<file path="src/design/orbcam_pkg.sv">
// Shared types, constants and the CORDIC arctangent table for the orbit camera block.
// Used by orbcam_cordic, orbcam_smul and orbit_camera_position; depends on nothing else.

package orbcam_pkg;

   // Field widths of the camera state and the configuration port.
   localparam int unsigned AZ_W       = 15;
   localparam int unsigned ELEV_W     = 13;
   localparam int unsigned RAD_W      = 15;
   localparam int unsigned CSR_DATA_W = 15;
   localparam int unsigned CSR_IDX_W  = 2;

   // Angles are held in 1/64 degree.
   localparam int FULL_TURN    = 23040;
   localparam int HALF_TURN    = 11520;
   localparam int QUARTER_TURN = 5760;

   // Reset values of the configuration registers and the camera state.
   localparam logic [ELEV_W-1:0] MIN_ELEV_RESET = 13'd320;
   localparam logic [ELEV_W-1:0] MAX_ELEV_RESET = 13'd5440;
   localparam logic [RAD_W-1:0]  MIN_RAD_RESET  = 15'd256;
   localparam logic [RAD_W-1:0]  MAX_RAD_RESET  = 15'd25600;
   localparam logic [AZ_W-1:0]   AZ_RESET       = 15'd0;
   localparam logic [ELEV_W-1:0] ELEV_RESET     = 13'd2880;
   localparam logic [RAD_W-1:0]  RAD_RESET      = 15'd2560;

   // Command codes.
   localparam logic [1:0] CMD_AZIMUTH   = 2'd0;
   localparam logic [1:0] CMD_ELEVATION = 2'd1;
   localparam logic [1:0] CMD_ZOOM      = 2'd2;

   // Configuration register indexes.
   localparam logic [CSR_IDX_W-1:0] CSR_MIN_ELEV = 2'd0;
   localparam logic [CSR_IDX_W-1:0] CSR_MAX_ELEV = 2'd1;
   localparam logic [CSR_IDX_W-1:0] CSR_MIN_RAD  = 2'd2;
   localparam logic [CSR_IDX_W-1:0] CSR_MAX_RAD  = 2'd3;

   // CORDIC: vector in Q2.30 with headroom, angle in degrees times 2^16.
   localparam int unsigned TRIG_W       = 32;
   localparam int unsigned CORDIC_W     = 34;
   localparam int unsigned ANGLE_W      = 25;
   localparam int unsigned STEP_W       = 5;
   localparam int unsigned ATAN_ENTRIES = 24;
   localparam logic signed [CORDIC_W-1:0] CORDIC_GAIN = 34'sd652032874;

   // Serial multiplier: full 32-bit multiplier word or a short 16-bit one for the radius.
   localparam int unsigned MUL_W     = 32;
   localparam int unsigned MUL_CNT_W = 5;
   localparam int unsigned SHORT_LEN = 16;
   localparam int unsigned PROD_W    = 64;
   localparam int unsigned ROUND_W   = 34;

   typedef struct packed {
      logic [1:0]         command;
      logic signed [15:0] amount;
   } req_type;

   typedef struct packed {
      logic signed [15:0] pos_x;
      logic signed [15:0] pos_y;
      logic signed [15:0] pos_z;
   } rsp_type;

   typedef struct packed {
      logic start;
      logic short_len;
   } mul_cmd_type;

   typedef enum logic [3:0] {
      ST_IDLE,
      ST_AZ_RUN,
      ST_EL_RUN,
      ST_MUL_XA,
      ST_MUL_ZA,
      ST_MUL_X,
      ST_MUL_Y,
      ST_MUL_Z,
      ST_FINISH
   } state_type;

   // atan(2^-i) in degrees times 2^16, rounded to nearest.
   function automatic logic signed [ANGLE_W-1:0] atan_entry(input logic [STEP_W-1:0] idx);
      logic signed [ANGLE_W-1:0] val;
      case (idx)
         5'd0:    val = 25'sd2949120;
         5'd1:    val = 25'sd1740967;
         5'd2:    val = 25'sd919879;
         5'd3:    val = 25'sd466945;
         5'd4:    val = 25'sd234379;
         5'd5:    val = 25'sd117304;
         5'd6:    val = 25'sd58666;
         5'd7:    val = 25'sd29335;
         5'd8:    val = 25'sd14668;
         5'd9:    val = 25'sd7334;
         5'd10:   val = 25'sd3667;
         5'd11:   val = 25'sd1833;
         5'd12:   val = 25'sd917;
         5'd13:   val = 25'sd458;
         5'd14:   val = 25'sd229;
         5'd15:   val = 25'sd115;
         5'd16:   val = 25'sd57;
         5'd17:   val = 25'sd29;
         5'd18:   val = 25'sd14;
         5'd19:   val = 25'sd7;
         5'd20:   val = 25'sd4;
         5'd21:   val = 25'sd2;
         5'd22:   val = 25'sd1;
         default: val = 25'sd0;
      endcase
      return val;
   endfunction

endpackage

</file>
<file path="src/design/orbcam_cordic.sv">
// Iterative rotation-mode CORDIC giving sine and cosine of an angle in 1/64 degree.
// Depends on orbcam_pkg for widths, the gain constant and the arctangent table.

module orbcam_cordic #(
   parameter int unsigned STEPS = 16
) (
   input  logic                                   clock,
   input  logic                                   reset,
   input  logic                                   start,
   input  logic [orbcam_pkg::AZ_W-1:0]            angle,
   output logic                                   done,
   output logic signed [orbcam_pkg::TRIG_W-1:0]   sin_q30,
   output logic signed [orbcam_pkg::TRIG_W-1:0]   cos_q30
);

   localparam int unsigned CW = orbcam_pkg::CORDIC_W;
   localparam int unsigned AW = orbcam_pkg::ANGLE_W;
   localparam int unsigned SW = orbcam_pkg::STEP_W;

   localparam logic signed [15:0] FULL    = 16'(orbcam_pkg::FULL_TURN);
   localparam logic signed [15:0] HALF    = 16'(orbcam_pkg::HALF_TURN);
   localparam logic signed [15:0] QUARTER = 16'(orbcam_pkg::QUARTER_TURN);
   localparam logic [SW-1:0] LAST_STEP = SW'(STEPS - 1);
   localparam logic [SW-1:0] STEP_ONE  = SW'(1);

   logic                 busy_ff, busy_in;
   logic                 done_ff, done_in;
   logic                 flip_ff, flip_in;
   logic [SW-1:0]        k_ff, k_in;
   logic signed [CW-1:0] x_ff, x_in, y_ff, y_in;
   logic signed [AW-1:0] z_ff, z_in;

   logic signed [15:0]   ang_s, ang_fold;
   logic                 fold;
   logic signed [AW-1:0] z_start, atan_k;
   logic signed [CW-1:0] x_sh, y_sh, x_neg;

   // Fold the angle into -90..90 degrees; the cosine changes sign where it is mirrored.
   always_comb begin
      ang_s = $signed({1'b0, angle});
      if (ang_s >= HALF) begin
         ang_s = ang_s - FULL;
      end
      fold     = 1'b0;
      ang_fold = ang_s;
      if (ang_s > QUARTER) begin
         ang_fold = HALF - ang_s;
         fold     = 1'b1;
      end else if (ang_s < -QUARTER) begin
         ang_fold = -HALF - ang_s;
         fold     = 1'b1;
      end
      z_start = $signed({ang_fold[14:0], 10'b0});
   end

   always_comb begin
      x_sh   = x_ff >>> k_ff;
      y_sh   = y_ff >>> k_ff;
      atan_k = orbcam_pkg::atan_entry(k_ff);

      busy_in = busy_ff;
      done_in = 1'b0;
      flip_in = flip_ff;
      k_in    = k_ff;
      x_in    = x_ff;
      y_in    = y_ff;
      z_in    = z_ff;

      if (start) begin
         busy_in = 1'b1;
         flip_in = fold;
         k_in    = '0;
         x_in    = orbcam_pkg::CORDIC_GAIN;
         y_in    = '0;
         z_in    = z_start;
      end else if (busy_ff) begin
         if (!z_ff[AW-1]) begin
            x_in = x_ff - y_sh;
            y_in = y_ff + x_sh;
            z_in = z_ff - atan_k;
         end else begin
            x_in = x_ff + y_sh;
            y_in = y_ff - x_sh;
            z_in = z_ff + atan_k;
         end
         k_in = k_ff + STEP_ONE;
         if (k_ff == LAST_STEP) begin
            busy_in = 1'b0;
            done_in = 1'b1;
         end
      end
   end

   always_ff @(posedge clock) begin
      if (reset) begin
         busy_ff <= 1'b0;
         done_ff <= 1'b0;
      end else begin
         busy_ff <= busy_in;
         done_ff <= done_in;
      end
      flip_ff <= flip_in;
      k_ff    <= k_in;
      x_ff    <= x_in;
      y_ff    <= y_in;
      z_ff    <= z_in;
   end

   assign x_neg   = -x_ff;
   assign done    = done_ff;
   assign sin_q30 = $signed(y_ff[orbcam_pkg::TRIG_W-1:0]);
   assign cos_q30 = flip_ff ? $signed(x_neg[orbcam_pkg::TRIG_W-1:0])
                            : $signed(x_ff[orbcam_pkg::TRIG_W-1:0]);

   a_start_when_free: assert property (@(posedge clock) disable iff (reset)
      start |-> !busy_ff)
      else $error("CORDIC started while a rotation is still running");

endmodule

</file>
<file path="src/design/orbcam_smul.sv">
// Bit-serial signed shift-and-add multiplier with Q30 round-half-up on its result.
// Depends on orbcam_pkg for widths and the command struct.

module orbcam_smul (
   input  logic                                    clock,
   input  logic                                    reset,
   input  orbcam_pkg::mul_cmd_type                 cmd,
   input  logic signed [orbcam_pkg::MUL_W-1:0]     mcand,
   input  logic signed [orbcam_pkg::MUL_W-1:0]     mplier,
   output logic                                    done,
   output logic signed [orbcam_pkg::ROUND_W-1:0]   result
);

   localparam int unsigned W   = orbcam_pkg::MUL_W;
   localparam int unsigned CNW = orbcam_pkg::MUL_CNT_W;
   localparam int unsigned SL  = orbcam_pkg::SHORT_LEN;
   localparam int unsigned PW  = orbcam_pkg::PROD_W;
   localparam int unsigned SHORT_FILL = PW - (W + 1) - SL;
   localparam logic [CNW-1:0] FULL_LAST  = CNW'(W - 1);
   localparam logic [CNW-1:0] SHORT_LAST = CNW'(SL - 1);
   localparam logic [CNW-1:0] CNT_ONE    = CNW'(1);
   localparam logic signed [PW-1:0] ROUND_HALF = PW'(64'sd536870912);

   logic                  busy_ff, busy_in;
   logic                  done_ff, done_in;
   logic                  short_ff, short_in;
   logic [CNW-1:0]        cnt_ff, cnt_in;
   logic signed [W-1:0]   mcand_ff, mcand_in;
   logic signed [W:0]     hi_ff, hi_in;
   logic [W-1:0]          lo_ff, lo_in;

   logic                  last;
   logic signed [W+1:0]   hi_ext, add_ext, psum;
   logic signed [PW-1:0]  prod, rsum;

   // One multiplier bit a cycle: the partial sum sits in hi, the used multiplier bits leave lo
   // from the bottom while the low product bits enter it from the top.
   always_comb begin
      last    = (cnt_ff == (short_ff ? SHORT_LAST : FULL_LAST));
      hi_ext  = {hi_ff[W], hi_ff};
      add_ext = {{2{mcand_ff[W-1]}}, mcand_ff};
      if (lo_ff[0]) begin
         psum = last ? (hi_ext - add_ext) : (hi_ext + add_ext);
      end else begin
         psum = hi_ext;
      end

      busy_in  = busy_ff;
      done_in  = 1'b0;
      short_in = short_ff;
      cnt_in   = cnt_ff;
      mcand_in = mcand_ff;
      hi_in    = hi_ff;
      lo_in    = lo_ff;

      if (cmd.start) begin
         busy_in  = 1'b1;
         short_in = cmd.short_len;
         cnt_in   = '0;
         mcand_in = mcand;
         hi_in    = '0;
         lo_in    = mplier;
      end else if (busy_ff) begin
         hi_in  = psum[W+1:1];
         lo_in  = {psum[0], lo_ff[W-1:1]};
         cnt_in = cnt_ff + CNT_ONE;
         if (last) begin
            busy_in = 1'b0;
            done_in = 1'b1;
         end
      end
   end

   always_ff @(posedge clock) begin
      if (reset) begin
         busy_ff <= 1'b0;
         done_ff <= 1'b0;
      end else begin
         busy_ff <= busy_in;
         done_ff <= done_in;
      end
      short_ff <= short_in;
      cnt_ff   <= cnt_in;
      mcand_ff <= mcand_in;
      hi_ff    <= hi_in;
      lo_ff    <= lo_in;
   end

   always_comb begin
      if (short_ff) begin
         prod = $signed({{SHORT_FILL{hi_ff[W]}}, hi_ff, lo_ff[W-1 -: SL]});
      end else begin
         prod = $signed({hi_ff[W-1:0], lo_ff});
      end
      rsum = prod + ROUND_HALF;
   end

   assign done   = done_ff;
   assign result = $signed(rsum[PW-1 -: orbcam_pkg::ROUND_W]);

   a_start_when_free: assert property (@(posedge clock) disable iff (reset)
      cmd.start |-> !busy_ff)
      else $error("Multiplier started while a product is still being formed");

endmodule

</file>
<file path="src/design/orbit_camera_position.sv">
// Top level of the orbit camera: camera state, configuration registers and the sequencer
// that drives one CORDIC and one bit-serial multiplier. Depends on orbcam_pkg,
// orbcam_cordic and orbcam_smul.
//
// The block holds an orbit camera's azimuth, elevation and radius. Each request transaction
// carries a command (rotate azimuth, rotate elevation, zoom; the fourth code leaves the state
// alone) and a signed amount, and produces exactly one response transaction with the camera
// position x = r sin(az) cos(el), y = r sin(el), z = r cos(az) cos(el) in signed Q7.8,
// saturated to 16 bits. Azimuth wraps at 360 degrees; elevation and radius are clamped to the
// configured limits, minimum first and maximum second, so crossed limits give the maximum.
// One transaction at a time is processed: the CORDIC runs twice (azimuth, then elevation),
// and the shift-and-add multiplier forms five products one multiplier bit per cycle, two
// with a 32-bit multiplier and three with the 16-bit radius. A new request is taken only
// once the response of the previous one has been loaded into the output register.
// The response sits in an output register, so a new request is accepted while the previous
// response still waits to be taken. Configuration writes are always taken (csr_ready is held
// high) and must only be made while the block is idle.

module orbit_camera_position #(
   parameter int unsigned CORDIC_STEPS = 16
) (
   input  logic                                     clock,
   input  logic                                     reset,
   input  logic                                     req_valid,
   output logic                                     req_stall,
   input  orbcam_pkg::req_type                      req_data,
   output logic                                     rsp_valid,
   input  logic                                     rsp_stall,
   output orbcam_pkg::rsp_type                      rsp_data,
   input  logic                                     csr_valid,
   output logic                                     csr_ready,
   input  logic [orbcam_pkg::CSR_IDX_W-1:0]         csr_index,
   input  logic [orbcam_pkg::CSR_DATA_W-1:0]        csr_data
);

   localparam int unsigned AZ_W   = orbcam_pkg::AZ_W;
   localparam int unsigned ELEV_W = orbcam_pkg::ELEV_W;
   localparam int unsigned RAD_W  = orbcam_pkg::RAD_W;
   localparam int unsigned TW     = orbcam_pkg::TRIG_W;
   localparam int unsigned RW     = orbcam_pkg::ROUND_W;
   localparam int unsigned MW     = orbcam_pkg::MUL_W;

   localparam logic signed [16:0] AZ_TURN      = 17'(orbcam_pkg::FULL_TURN);
   localparam logic signed [16:0] AZ_TWO_TURNS = 17'(2 * orbcam_pkg::FULL_TURN);
   localparam logic [AZ_W-1:0]    AZ_LIMIT     = AZ_W'(orbcam_pkg::FULL_TURN);
   localparam logic signed [RW-1:0] POS_MAX    = RW'(32767);
   localparam logic signed [RW-1:0] NEG_MIN    = -RW'(32768);

   // Saturate a rounded Q7.8 value to the 16-bit output range.
   function automatic logic signed [15:0] sat16(input logic signed [RW-1:0] v);
      logic signed [15:0] r;
      if (v > POS_MAX) begin
         r = 16'sh7FFF;
      end else if (v < NEG_MIN) begin
         r = 16'sh8000;
      end else begin
         r = v[15:0];
      end
      return r;
   endfunction

   orbcam_pkg::state_type state_ff, state_in;
   logic launch_ff, launch_in;
   logic rsp_full_ff, rsp_full_in;
   logic rsp_load;
   logic req_accept;

   // Configuration registers.
   logic [ELEV_W-1:0] min_elev_ff, max_elev_ff;
   logic [RAD_W-1:0]  min_rad_ff, max_rad_ff;

   // Camera state.
   logic [AZ_W-1:0]   az_ff, az_in;
   logic [ELEV_W-1:0] elev_ff, elev_in;
   logic [RAD_W-1:0]  rad_ff, rad_in;

   // Intermediate results of one transaction.
   logic signed [TW-1:0] sa_ff, ca_ff, se_ff, ce_ff, tx_ff, tz_ff;
   logic signed [15:0]   px_ff, py_ff, pz_ff;
   orbcam_pkg::rsp_type  rsp_data_ff;

   // Shared units.
   logic                    cor_start, cor_done;
   logic [AZ_W-1:0]         cor_angle;
   logic signed [TW-1:0]    cor_sin, cor_cos;
   orbcam_pkg::mul_cmd_type mul_cmd;
   logic signed [MW-1:0]    mul_mcand, mul_mplier, rad_word;
   logic                    mul_done;
   logic signed [RW-1:0]    mul_result;

   logic signed [16:0] az_sum, az_fix;
   logic signed [17:0] el_sum, rad_sum, amt_ext;

   assign req_accept = req_valid && !req_stall;
   assign req_stall  = (state_ff != orbcam_pkg::ST_IDLE);
   assign rsp_valid  = rsp_full_ff;
   assign rsp_data   = rsp_data_ff;
   assign csr_ready  = 1'b1;

   // Apply the command of a newly accepted transaction to the camera state.
   always_comb begin
      amt_ext = {{2{req_data.amount[15]}}, req_data.amount};

      az_sum = $signed({2'b00, az_ff}) + $signed({req_data.amount[15], req_data.amount});
      if (az_sum < -AZ_TURN) begin
         az_fix = az_sum + AZ_TWO_TURNS;
      end else if (az_sum < 17'sd0) begin
         az_fix = az_sum + AZ_TURN;
      end else if (az_sum >= AZ_TWO_TURNS) begin
         az_fix = az_sum - AZ_TWO_TURNS;
      end else if (az_sum >= AZ_TURN) begin
         az_fix = az_sum - AZ_TURN;
      end else begin
         az_fix = az_sum;
      end

      el_sum = $signed({5'b0, elev_ff}) + amt_ext;
      if (el_sum < $signed({5'b0, min_elev_ff})) begin
         el_sum = $signed({5'b0, min_elev_ff});
      end
      if (el_sum > $signed({5'b0, max_elev_ff})) begin
         el_sum = $signed({5'b0, max_elev_ff});
      end

      rad_sum = $signed({3'b0, rad_ff}) + amt_ext;
      if (rad_sum < $signed({3'b0, min_rad_ff})) begin
         rad_sum = $signed({3'b0, min_rad_ff});
      end
      if (rad_sum > $signed({3'b0, max_rad_ff})) begin
         rad_sum = $signed({3'b0, max_rad_ff});
      end

      az_in   = az_ff;
      elev_in = elev_ff;
      rad_in  = rad_ff;
      if (req_accept) begin
         case (req_data.command)
            orbcam_pkg::CMD_AZIMUTH: begin
               az_in = az_fix[AZ_W-1:0];
            end
            orbcam_pkg::CMD_ELEVATION: begin
               elev_in = el_sum[ELEV_W-1:0];
            end
            orbcam_pkg::CMD_ZOOM: begin
               rad_in = rad_sum[RAD_W-1:0];
            end
            default: begin
            end
         endcase
      end
   end

   // Sequencer: each unit is started by a one-cycle launch on entry to its state and the
   // sequencer moves on when that unit reports done.
   always_comb begin
      state_in  = state_ff;
      launch_in = 1'b0;
      rsp_load  = 1'b0;
      case (state_ff)
         orbcam_pkg::ST_IDLE: begin
            if (req_valid) begin
               state_in  = orbcam_pkg::ST_AZ_RUN;
               launch_in = 1'b1;
            end
         end
         orbcam_pkg::ST_AZ_RUN: begin
            if (cor_done) begin
               state_in  = orbcam_pkg::ST_EL_RUN;
               launch_in = 1'b1;
            end
         end
         orbcam_pkg::ST_EL_RUN: begin
            if (cor_done) begin
               state_in  = orbcam_pkg::ST_MUL_XA;
               launch_in = 1'b1;
            end
         end
         orbcam_pkg::ST_MUL_XA: begin
            if (mul_done) begin
               state_in  = orbcam_pkg::ST_MUL_ZA;
               launch_in = 1'b1;
            end
         end
         orbcam_pkg::ST_MUL_ZA: begin
            if (mul_done) begin
               state_in  = orbcam_pkg::ST_MUL_X;
               launch_in = 1'b1;
            end
         end
         orbcam_pkg::ST_MUL_X: begin
            if (mul_done) begin
               state_in  = orbcam_pkg::ST_MUL_Y;
               launch_in = 1'b1;
            end
         end
         orbcam_pkg::ST_MUL_Y: begin
            if (mul_done) begin
               state_in  = orbcam_pkg::ST_MUL_Z;
               launch_in = 1'b1;
            end
         end
         orbcam_pkg::ST_MUL_Z: begin
            if (mul_done) begin
               state_in = orbcam_pkg::ST_FINISH;
            end
         end
         orbcam_pkg::ST_FINISH: begin
            // Wait here only while an earlier response is still held by the receiver.
            if (!rsp_full_ff || !rsp_stall) begin
               rsp_load = 1'b1;
               state_in = orbcam_pkg::ST_IDLE;
            end
         end
         default: begin
            state_in = orbcam_pkg::ST_IDLE;
         end
      endcase

      if (rsp_load) begin
         rsp_full_in = 1'b1;
      end else begin
         rsp_full_in = rsp_full_ff && rsp_stall;
      end
   end

   always_ff @(posedge clock) begin
      if (reset) begin
         state_ff    <= orbcam_pkg::ST_IDLE;
         launch_ff   <= 1'b0;
         rsp_full_ff <= 1'b0;
      end else begin
         state_ff    <= state_in;
         launch_ff   <= launch_in;
         rsp_full_ff <= rsp_full_in;
      end
   end

   // Configuration registers and camera state.
   always_ff @(posedge clock) begin
      if (reset) begin
         min_elev_ff <= orbcam_pkg::MIN_ELEV_RESET;
         max_elev_ff <= orbcam_pkg::MAX_ELEV_RESET;
         min_rad_ff  <= orbcam_pkg::MIN_RAD_RESET;
         max_rad_ff  <= orbcam_pkg::MAX_RAD_RESET;
         az_ff       <= orbcam_pkg::AZ_RESET;
         elev_ff     <= orbcam_pkg::ELEV_RESET;
         rad_ff      <= orbcam_pkg::RAD_RESET;
      end else begin
         az_ff   <= az_in;
         elev_ff <= elev_in;
         rad_ff  <= rad_in;
         if (csr_valid && csr_ready) begin
            case (csr_index)
               orbcam_pkg::CSR_MIN_ELEV: min_elev_ff <= csr_data[ELEV_W-1:0];
               orbcam_pkg::CSR_MAX_ELEV: max_elev_ff <= csr_data[ELEV_W-1:0];
               orbcam_pkg::CSR_MIN_RAD:  min_rad_ff  <= csr_data[RAD_W-1:0];
               orbcam_pkg::CSR_MAX_RAD:  max_rad_ff  <= csr_data[RAD_W-1:0];
               default: begin
               end
            endcase
         end
      end
   end

   // Operand selection for the shared units, fixed for the whole of each state.
   assign rad_word  = $signed({{(MW - RAD_W){1'b0}}, rad_ff});
   assign cor_start = launch_ff && (state_ff == orbcam_pkg::ST_AZ_RUN ||
                                    state_ff == orbcam_pkg::ST_EL_RUN);

   always_comb begin
      case (state_ff)
         orbcam_pkg::ST_EL_RUN: cor_angle = {{(AZ_W - ELEV_W){1'b0}}, elev_ff};
         default:               cor_angle = az_ff;
      endcase

      mul_cmd.start     = launch_ff && !cor_start && (state_ff != orbcam_pkg::ST_IDLE);
      mul_cmd.short_len = 1'b1;
      case (state_ff)
         orbcam_pkg::ST_MUL_XA: begin
            mul_mcand         = sa_ff;
            mul_mplier        = ce_ff;
            mul_cmd.short_len = 1'b0;
         end
         orbcam_pkg::ST_MUL_ZA: begin
            mul_mcand         = ca_ff;
            mul_mplier        = ce_ff;
            mul_cmd.short_len = 1'b0;
         end
         orbcam_pkg::ST_MUL_Y: begin
            mul_mcand  = se_ff;
            mul_mplier = rad_word;
         end
         orbcam_pkg::ST_MUL_Z: begin
            mul_mcand  = tz_ff;
            mul_mplier = rad_word;
         end
         default: begin
            mul_mcand  = tx_ff;
            mul_mplier = rad_word;
         end
      endcase
   end

   orbcam_cordic #(
      .STEPS (CORDIC_STEPS)
   ) u_cordic (
      .clock   (clock),
      .reset   (reset),
      .start   (cor_start),
      .angle   (cor_angle),
      .done    (cor_done),
      .sin_q30 (cor_sin),
      .cos_q30 (cor_cos)
   );

   orbcam_smul u_smul (
      .clock  (clock),
      .reset  (reset),
      .cmd    (mul_cmd),
      .mcand  (mul_mcand),
      .mplier (mul_mplier),
      .done   (mul_done),
      .result (mul_result)
   );

   // Capture each partial result as its unit finishes.
   always_ff @(posedge clock) begin
      if (cor_done && state_ff == orbcam_pkg::ST_AZ_RUN) begin
         sa_ff <= cor_sin;
         ca_ff <= cor_cos;
      end
      if (cor_done && state_ff == orbcam_pkg::ST_EL_RUN) begin
         se_ff <= cor_sin;
         ce_ff <= cor_cos;
      end
      if (mul_done) begin
         case (state_ff)
            orbcam_pkg::ST_MUL_XA: tx_ff <= mul_result[TW-1:0];
            orbcam_pkg::ST_MUL_ZA: tz_ff <= mul_result[TW-1:0];
            orbcam_pkg::ST_MUL_X:  px_ff <= sat16(mul_result);
            orbcam_pkg::ST_MUL_Y:  py_ff <= sat16(mul_result);
            orbcam_pkg::ST_MUL_Z:  pz_ff <= sat16(mul_result);
            default: begin
            end
         endcase
      end
      if (rsp_load) begin
         rsp_data_ff.pos_x <= px_ff;
         rsp_data_ff.pos_y <= py_ff;
         rsp_data_ff.pos_z <= pz_ff;
      end
   end

   a_busy_after_accept: assert property (@(posedge clock) disable iff (reset)
      req_accept |=> req_stall)
      else $error("Request taken but the block did not become busy");

   a_azimuth_range: assert property (@(posedge clock) disable iff (reset)
      az_ff < AZ_LIMIT)
      else $error("Azimuth left the range of one full turn");

   a_cordic_done_state: assert property (@(posedge clock) disable iff (reset)
      cor_done |-> (state_ff == orbcam_pkg::ST_AZ_RUN || state_ff == orbcam_pkg::ST_EL_RUN))
      else $error("CORDIC finished outside a rotation state");

   a_mul_done_state: assert property (@(posedge clock) disable iff (reset)
      mul_done |-> (state_ff == orbcam_pkg::ST_MUL_XA || state_ff == orbcam_pkg::ST_MUL_ZA ||
                    state_ff == orbcam_pkg::ST_MUL_X || state_ff == orbcam_pkg::ST_MUL_Y ||
                    state_ff == orbcam_pkg::ST_MUL_Z))
      else $error("Multiplier finished outside a product state");

endmodule
</file>
<file path="config.mk">
export PLATFORM = sky130hd
export DESIGN_NAME = orbit_camera_position
export DESIGN_NICKNAME = d
export VERILOG_FILES = /design/src/design/orbcam_pkg.sv /design/src/design/orbcam_cordic.sv /design/src/design/orbcam_smul.sv /design/src/design/orbit_camera_position.sv
export SDC_FILE = /design/constraint.sdc
export NUM_CORES = 2
export LEC_CHECK = 0
export BUFFER_PORTS_ARGS = -buffer_cell sky130_fd_sc_hd__buf_2
export CAP_MARGIN = 10
export CORE_UTILIZATION = 58
export DETAILED_ROUTE_END_ITERATION = 8
export PLACE_DENSITY = 0.78
export SYNTH_ARGS = -nofsm -noshare
export SYNTH_HDL_FRONTEND = slang
export SYNTH_SLANG_ARGS = --single-unit
</file>
<file path="constraint.sdc">
create_clock -name clock -period 7.3 [get_ports clock]
set_input_delay 1.095 -clock clock [delete_from_list [all_inputs] [get_ports clock]]
set_output_delay 1.095 -clock clock [all_outputs]
set_load 0.005 [all_outputs]
</file>
* Word-level counts from Yosys, hierarchy flattened
Memories as Yosys holds them, arrays and structs flattened. A register that Yosys moved wholly into a read port is not among the register bits.
Index checks and enable logic that the tools add are counted.
** Cells by class
- Equal/unequal tests :: 24
- Mux-type cells :: 57
- Add/sub/neg operators :: 22
- Shift operators :: 2
- Magnitude comparators :: 13
- Bitwise logic cells :: 2
- Reduce and logical (&&, ||, !) cells :: 38
** Operators by type and width (number)
- $mux 32 :: 4
- $pmux 32 s4 :: 1
- $mux 15 :: 8
- $mux 34 :: 3
- $mux 25 :: 3
- $add 34x34->34 :: 2
- $sshr 34x5->34 :: 2
- $sub 34x34->34 :: 2
- $add 64x31->64 const B :: 1
- $mux 64 :: 1
- $mux 16 :: 3
- $mux 18 :: 2
- $mux 4 :: 9
- $pmux 4 s9 :: 1
- $add 16x16->17 :: 2
- $add 33x32->34 :: 1
- $gt 34x16->1 const B :: 1
- $lt 34x16->1 const B :: 1
- $sub 33x32->34 :: 1
- $mux 33 :: 1
- $neg 32->32 :: 1
- $add 15x15->15 const B :: 2
- $sub 15x15->15 const A :: 2
- $sub 15x15->15 const B :: 2
- 43 further kinds :: 102
** Word-level totals
- Word-level logic and storage cells :: 197
- Bits in read-only memories :: 704
- Flip-flop bits (word level) :: 599
- Input port bits :: 40
- Memories :: 1
- Output and inout port bits :: 51
** Memories
- (no name shown) :: words 32, width 22, read ports 1, clocked after Yosys merged registers in 1, wr ports 0, line orbcam_pkg.sv:84 : case (idx)

* Depth between registers and ports, before layout
- Word-level depth :: 8
- Gate-level depth with buffers :: 35
- Depth with buffers taken out :: 31

* Modules after synthesis
A second synthesis with hierarchy kept.
** Second synthesis, totals
- Cell total of the unflattened synthesis :: 4683
- Area, all modules :: 44239.9 um^2
** By module, submodules not included
- orbit_camera_position :: sequential area each 10750.3 um^2, instances 1, area an instance 18881.9 um^2, cells an instance 1656
- orbcam_cordic :: sequential area each 2622.5 um^2, instances 1, area an instance 17518.1 um^2, cells an instance 2166
- orbcam_smul :: sequential area each 2752.6 um^2, instances 1, area an instance 7840.0 um^2, cells an instance 861

* Worst setup path before layout
No wires, ideal clock.
- Kind :: input -> register
- Start point :: input req_data[0] in the netlist's numbering
- End point :: register elev_ff[12]
- Setup time :: 0.070 ns
- Stages on the path :: 31
- Data required time :: 7.230 ns
- Path slack :: 0.159 ns
- Arrival time :: 7.070 ns
- Path buffers :: 4
- Path through :: ha_1 > fa_1 > a21o_1 > a21oi_1 > o21ai_0 > a31oi_1 > o21ai_0 > nor2_1 > xnor2_1 > ha_1 > o21ai_0 > a21o_1 > a21oi_1 > a211oi_1 > ha_1 > clkbuf_1 > clkbuf_1 > mux2_2 > ha_1 > a21o_1 > a221oi_1 > o21ai_0 > a21o_1 > a21o_1 > a21oi_1 > nor3_1 > a31oi_1 > clkbuf_1 > clkbuf_1 > o211ai_1 > a21oi_1
** On the way
- Cells in the longest elaborated chain, start to end :: 5
** Ends and longest elaborated chain
- start: declaration :: line orbit_camera_position.sv:26 : input orbcam_pkg::req_type req_data,
- $add 14x16->17 * :: line orbit_camera_position.sv:117 : el_sum = $signed({5'b0, elev_ff}) + amt_ext;
- $lt 17x14->1 :: line orbit_camera_position.sv:118 : if (el_sum < $signed({5'b0, min_elev_ff})) begin
- $mux 18 * :: line orbit_camera_position.sv:118
- $gt 18x14->1 :: line orbit_camera_position.sv:121 : if (el_sum > $signed({5'b0, max_elev_ff})) begin
- $mux 13 * :: line orbit_camera_position.sv:121
- end signal: assignment :: line orbit_camera_position.sv:246 : elev_ff <= orbcam_pkg::ELEV_RESET;
- end signal: assignment :: line orbit_camera_position.sv:250 : elev_ff <= elev_in;
- end: declaration :: line orbit_camera_position.sv:74 : logic [ELEV_W-1:0] elev_ff, elev_in;
Every way passes the cells marked *; elsewhere a longest branch is shown, timed or not.
A chain may end at the register's enable or synchronous reset.

* Worst setup path in the final report
- Start point :: register u_cordic.k_ff[1]
- End point :: register u_cordic.y_ff[32]
** On the way
- Cells in the longest elaborated chain, start to end :: 3
- Elaborated cells between the ends (all ways) :: 4
- Classes of those cells :: add/sub (2); shift (1); mux (1)
** Ends and longest elaborated chain
- start: declaration :: line orbcam_cordic.sv:29 : logic [SW-1:0] k_ff, k_in;
- start signal: assignment :: line orbcam_cordic.sv:103 : k_ff <= k_in;
- $sshr 34x5->34 * :: line orbcam_cordic.sv:57 : x_sh = x_ff >>> k_ff;
- $add 34x34->34 / $sub 34x34->34 (equally long branches) :: line orbcam_cordic.sv:79, orbcam_cordic.sv:83
- $mux 34 * :: line orbcam_cordic.sv:77 : if (!z_ff[AW-1]) begin
- end signal: assignment :: line orbcam_cordic.sv:105 : y_ff <= y_in;
- end: declaration :: line orbcam_cordic.sv:30 : logic signed [CW-1:0] x_ff, x_in, y_ff, y_in;
Marked as above.

==> results.md <==
- Run status: completed
- Clock network power share: 17.1%
- Commonest cells after routing, fill and taps aside: 467 x nand2_1, 369 x edfxtp_1, 359 x a21oi_1
- Post-synth design cell area: 43000 um^2
- Met3 Use GR: 6.16%
- Internal power: 11600 uW
- # hold bufs at CTS: 0
- Port Buf Inserts: 89
- Clk_lat worst skew: 0.64 ns
- Main synth FF type: edfxtp_1
- Vias in the first global route: 33800
- Hold Fails Final Rpt: 0
- Number of synthesized flops with an enable pin: 369
- Leak: 0.0182 uW
- Busiest grt layer: met2
- RSZ-0062 raised after global routing: false
- Hold Startpoint: px_ff[7]
- Detailed Route WL: 124000 um
- Synth async-reset ratio: 0%
- Hpwl dp: 89600 um
- Pwr Density: 453 nW/um^2
- Row count: 99
- Wire length per cell: 22.3 um
- Die width: 274 um
- Worst reg2reg path depth: 22
- Post-route minimum period: 6.91 ns
- Sequential power share: 25.3%
- Slew Limit Fails: 0
- Period utilization: 94.7%
- Via count: 36400
- Syn Area/Cell: 9.47 um^2
- Largest area contributor in the netlist: edfxtp_1
- Worst Setup Path Type: flip-flop to flip-flop
- MaxCap Viol Count: 0
- Die Ht: 274 um
- Initial antenna violation count: 1
- Slew HR: 23.8%
- Tot GR Track Use: 32.5%
- CTS sink cnt: 621
- Die Footprint: 75300 um^2
- Clock buffer depth: 3
- WHS Endpoint: rsp_data[39]
- Hold WC Path Type: flip-flop to flip-flop
- Worst EP required: 7.78 ns
- Global routing usage on met2: 50.6%
- M1 GR Usage: 44.3%
- Critical path data arrival time: 7.39 ns
- Logic pwr share: 57.6%
- Root Buffer Master: clkbuf_16
- Layout area overhead: 8.49%
- Critical Path Start Type: flip-flop
- Grt total ovfl: 0
- R2R setup slack: 0.39 ns
- Final setup vio count: 0
- Drt drc: 0
- Synth top area share: 25.8%
- Final Instance Area: 46700 um^2
- Final layout net count: 4847
- Antenna-violating nets left: 0
- Synth Instances: 4543
- Ratio of cells with drive above 1 in the final layout: 10.6%
- Distinct cells, synth: 119
- Sw Pwr: 9530 uW
- Routed vias/inst: 6.54
- Clock-pin slew on the worst setup and hold paths: 0.06 ns
- Switching share of power: 45.1%
- Synth Warn #: 0
- Most common cell after layout, fill and taps aside: nand2_1
- Ports: 91
- #FFs+latches synth: 621
- Initial Utilization: 58.8%
- Placed inst area: 44300 um^2
- First-pass GRT wire length: 191000 um
- Gpl congestion: 1.02
- CP Capture Type: flip-flop
- Syn_nets: 4839
- Setup TNS: 0 ns
- First drt pass iteration count: 7
- Maximum vdd drop: 420 uV
- Core Area: 73200 um^2
- CTS tree: yes
- Slew at the pin with the worst max-slew slack: 1.14 ns
- RR Endpoint: u_cordic.y_ff[32]
- Total CTS buffers: 68
- H-tree Lvls: 3
- Worst-path fanout max: 22
- Highest Clock Rate: 145 MHz
- Top cells by area, synth: edfxtp_1 26%, dfxtp_1 12%, ha_1 7.2%
- WHS Path Cells: 0
- Final Skew: 0.0530 ns
- Largest net degree at the start of global routing: 75
- Reg2Reg Launch Point: u_cordic.k_ff[1]
- Sequential-to-total area share from yosys stat: 37.5%
- Number of DRC markers in iteration 0: 4478
[cells by family (layout without fill, tap and decap cells)]
logic type	count (synthesis)	count (layout)	synth area share (%)
other	1	2	0.00872
muxes	291	291	9.72
xor gates and xnor gates	344	344	7.00
buffers and inverters	421	482	4.40
and+or+nand+nor	1375	1375	15.3
DFF	621	621	37.5
AOI/OAI and AO/OA	1234	1234	18.6
adders and majority gates	256	256	7.57
[repair_timing]
item                                    in CTS  in global routing
setup buffers                                0                  2
endpoints found under the setup margin       0                  2
gates resized for setup                      0                  2
[worst max-delay path by stage]
stage,start,endpoint,slack [ns],depth (start not counted)
after floorplan,req_data[0],elev_ff[12],0.16,31
final,u_cordic.k_ff[1],u_cordic.y_ff[32],0.39,22
after CTS,u_cordic.k_ff[1],u_cordic.x_ff[33],0.28,27
after detailed placement,req_data[0],rad_ff[1],0.13,30
after global routing,u_cordic.k_ff[0],u_cordic.y_ff[32],0.04,23
after global placement,req_data[0],rad_ff[1],0.26,30
[through the flow]
| step | hold slack [ns] | power [uW] | instances | worst slack, ns | utilization (%) |
|---|---|---|---|---|---|
| global route | 0.423 | 22400 | 5564 | 0.0429 | 63.8 |
| detailed placement | 0.405 | 17100 | 5438 | 0.128 | 60.5 |
| global placement | 0.400 | 16800 | 5438 | 0.257 | 60.5 |
| finish | 0.418 | 21100 | 5564 | 0.388 | 63.8 |
| CTS | 0.419 | 20800 | 5561 | 0.283 | 63.7 |
| floorplan | 0.400 | 14200 | 4543 | 0.159 | - |
[state kept, by name (all words and copies together), names as in the netlist, 15 cells and up]
signal           count
se_ff               32
min_rad_ff          15
tz_ff               32
max_rad_ff          15
ce_ff               32
rsp_data            48
u_smul.hi_ff        33
u_smul.mcand_ff     32
py_ff               16
tx_ff               32
u_cordic.y_ff       34
u_cordic.z_ff       25
rad_ff              15
pz_ff               16
px_ff               16
u_cordic.atan_k     22
u_smul.lo_ff        32
ca_ff               32
u_cordic.x_ff       34
az_ff               15
sa_ff               32
[routing by layer]
metal  vias up  wire, um  part of all wire, %
met1     17300     51300                   41
li1      16800         -                    -
met3       394     12000                  9.7
met5         -         0                    0
met4         0      5600                  4.5
met2      1828     55300                   45
[critical path, stage by stage, from the launching register on]
cell and delay (ns):
dfxtp_4 0.65, buf_12 0.24, mux4_2 0.51, mux2i_1 0.34
a21oi_1 0.23, a21o_1 0.27, or4b_4 0.55, nor3_1 0.33
nor2_1 0.10, xor2_1 0.17, ha_1 0.34, a21o_1 0.19
a21o_1 0.17, a21o_1 0.17, a221oi_1 0.27, o21bai_1 0.14
o41ai_1 0.49, o21ai_0 0.35, a311oi_1 0.48, nor2b_1 0.13
o31ai_1 0.31, mux2i_1 0.22, o22ai_1 0.09
[synthesized netlist by cell type (all sizes together) (22+ instances only)]
cell,instances
mux4,90
xor2,144
and2,35
mux2i,159
clkbuf,163
o21bai,24
nor4,22
a22o,27
o31ai,28
o21ai,242
a31oi,45
a211oi,55
o22ai,33
inv,169
nor2,353
xnor2,200
nor2b,39
and3,26
edfxtp,369
or2,24
nand4,35
ha,249
dfxtp,252
o211ai,46
o21a,37
nand3,126
nand2b,64
nor3,81
mux2,42
buf,83
a21o,106
a21oi,361
a22oi,74
nand2,469
[final cells by class]
type | instances | area (um^2)
clock buffers | 85 | 1780
fillers | 5899 | 26500
clock inverters | 38 | 556
repair buffers | 186 | 1270
multi-input cells | 3501 | 25100
well taps | 959 | 1200
diodes | 1 | 2.50
inverters | 173 | 649
flip-flops and latches | 621 | 16100
[power groups by stage]
stage	Combinational (uW)	Sequential, uW	Clock (uW)
final	12200	5350	3630
after global routing	13200	5380	3790
after CTS	11800	5300	3650
after detailed placement	11700	5370	0
after global placement	11500	5350	0
after floorplan	9520	4710	0
Note: power is estimated with default switching activity, not from simulation.
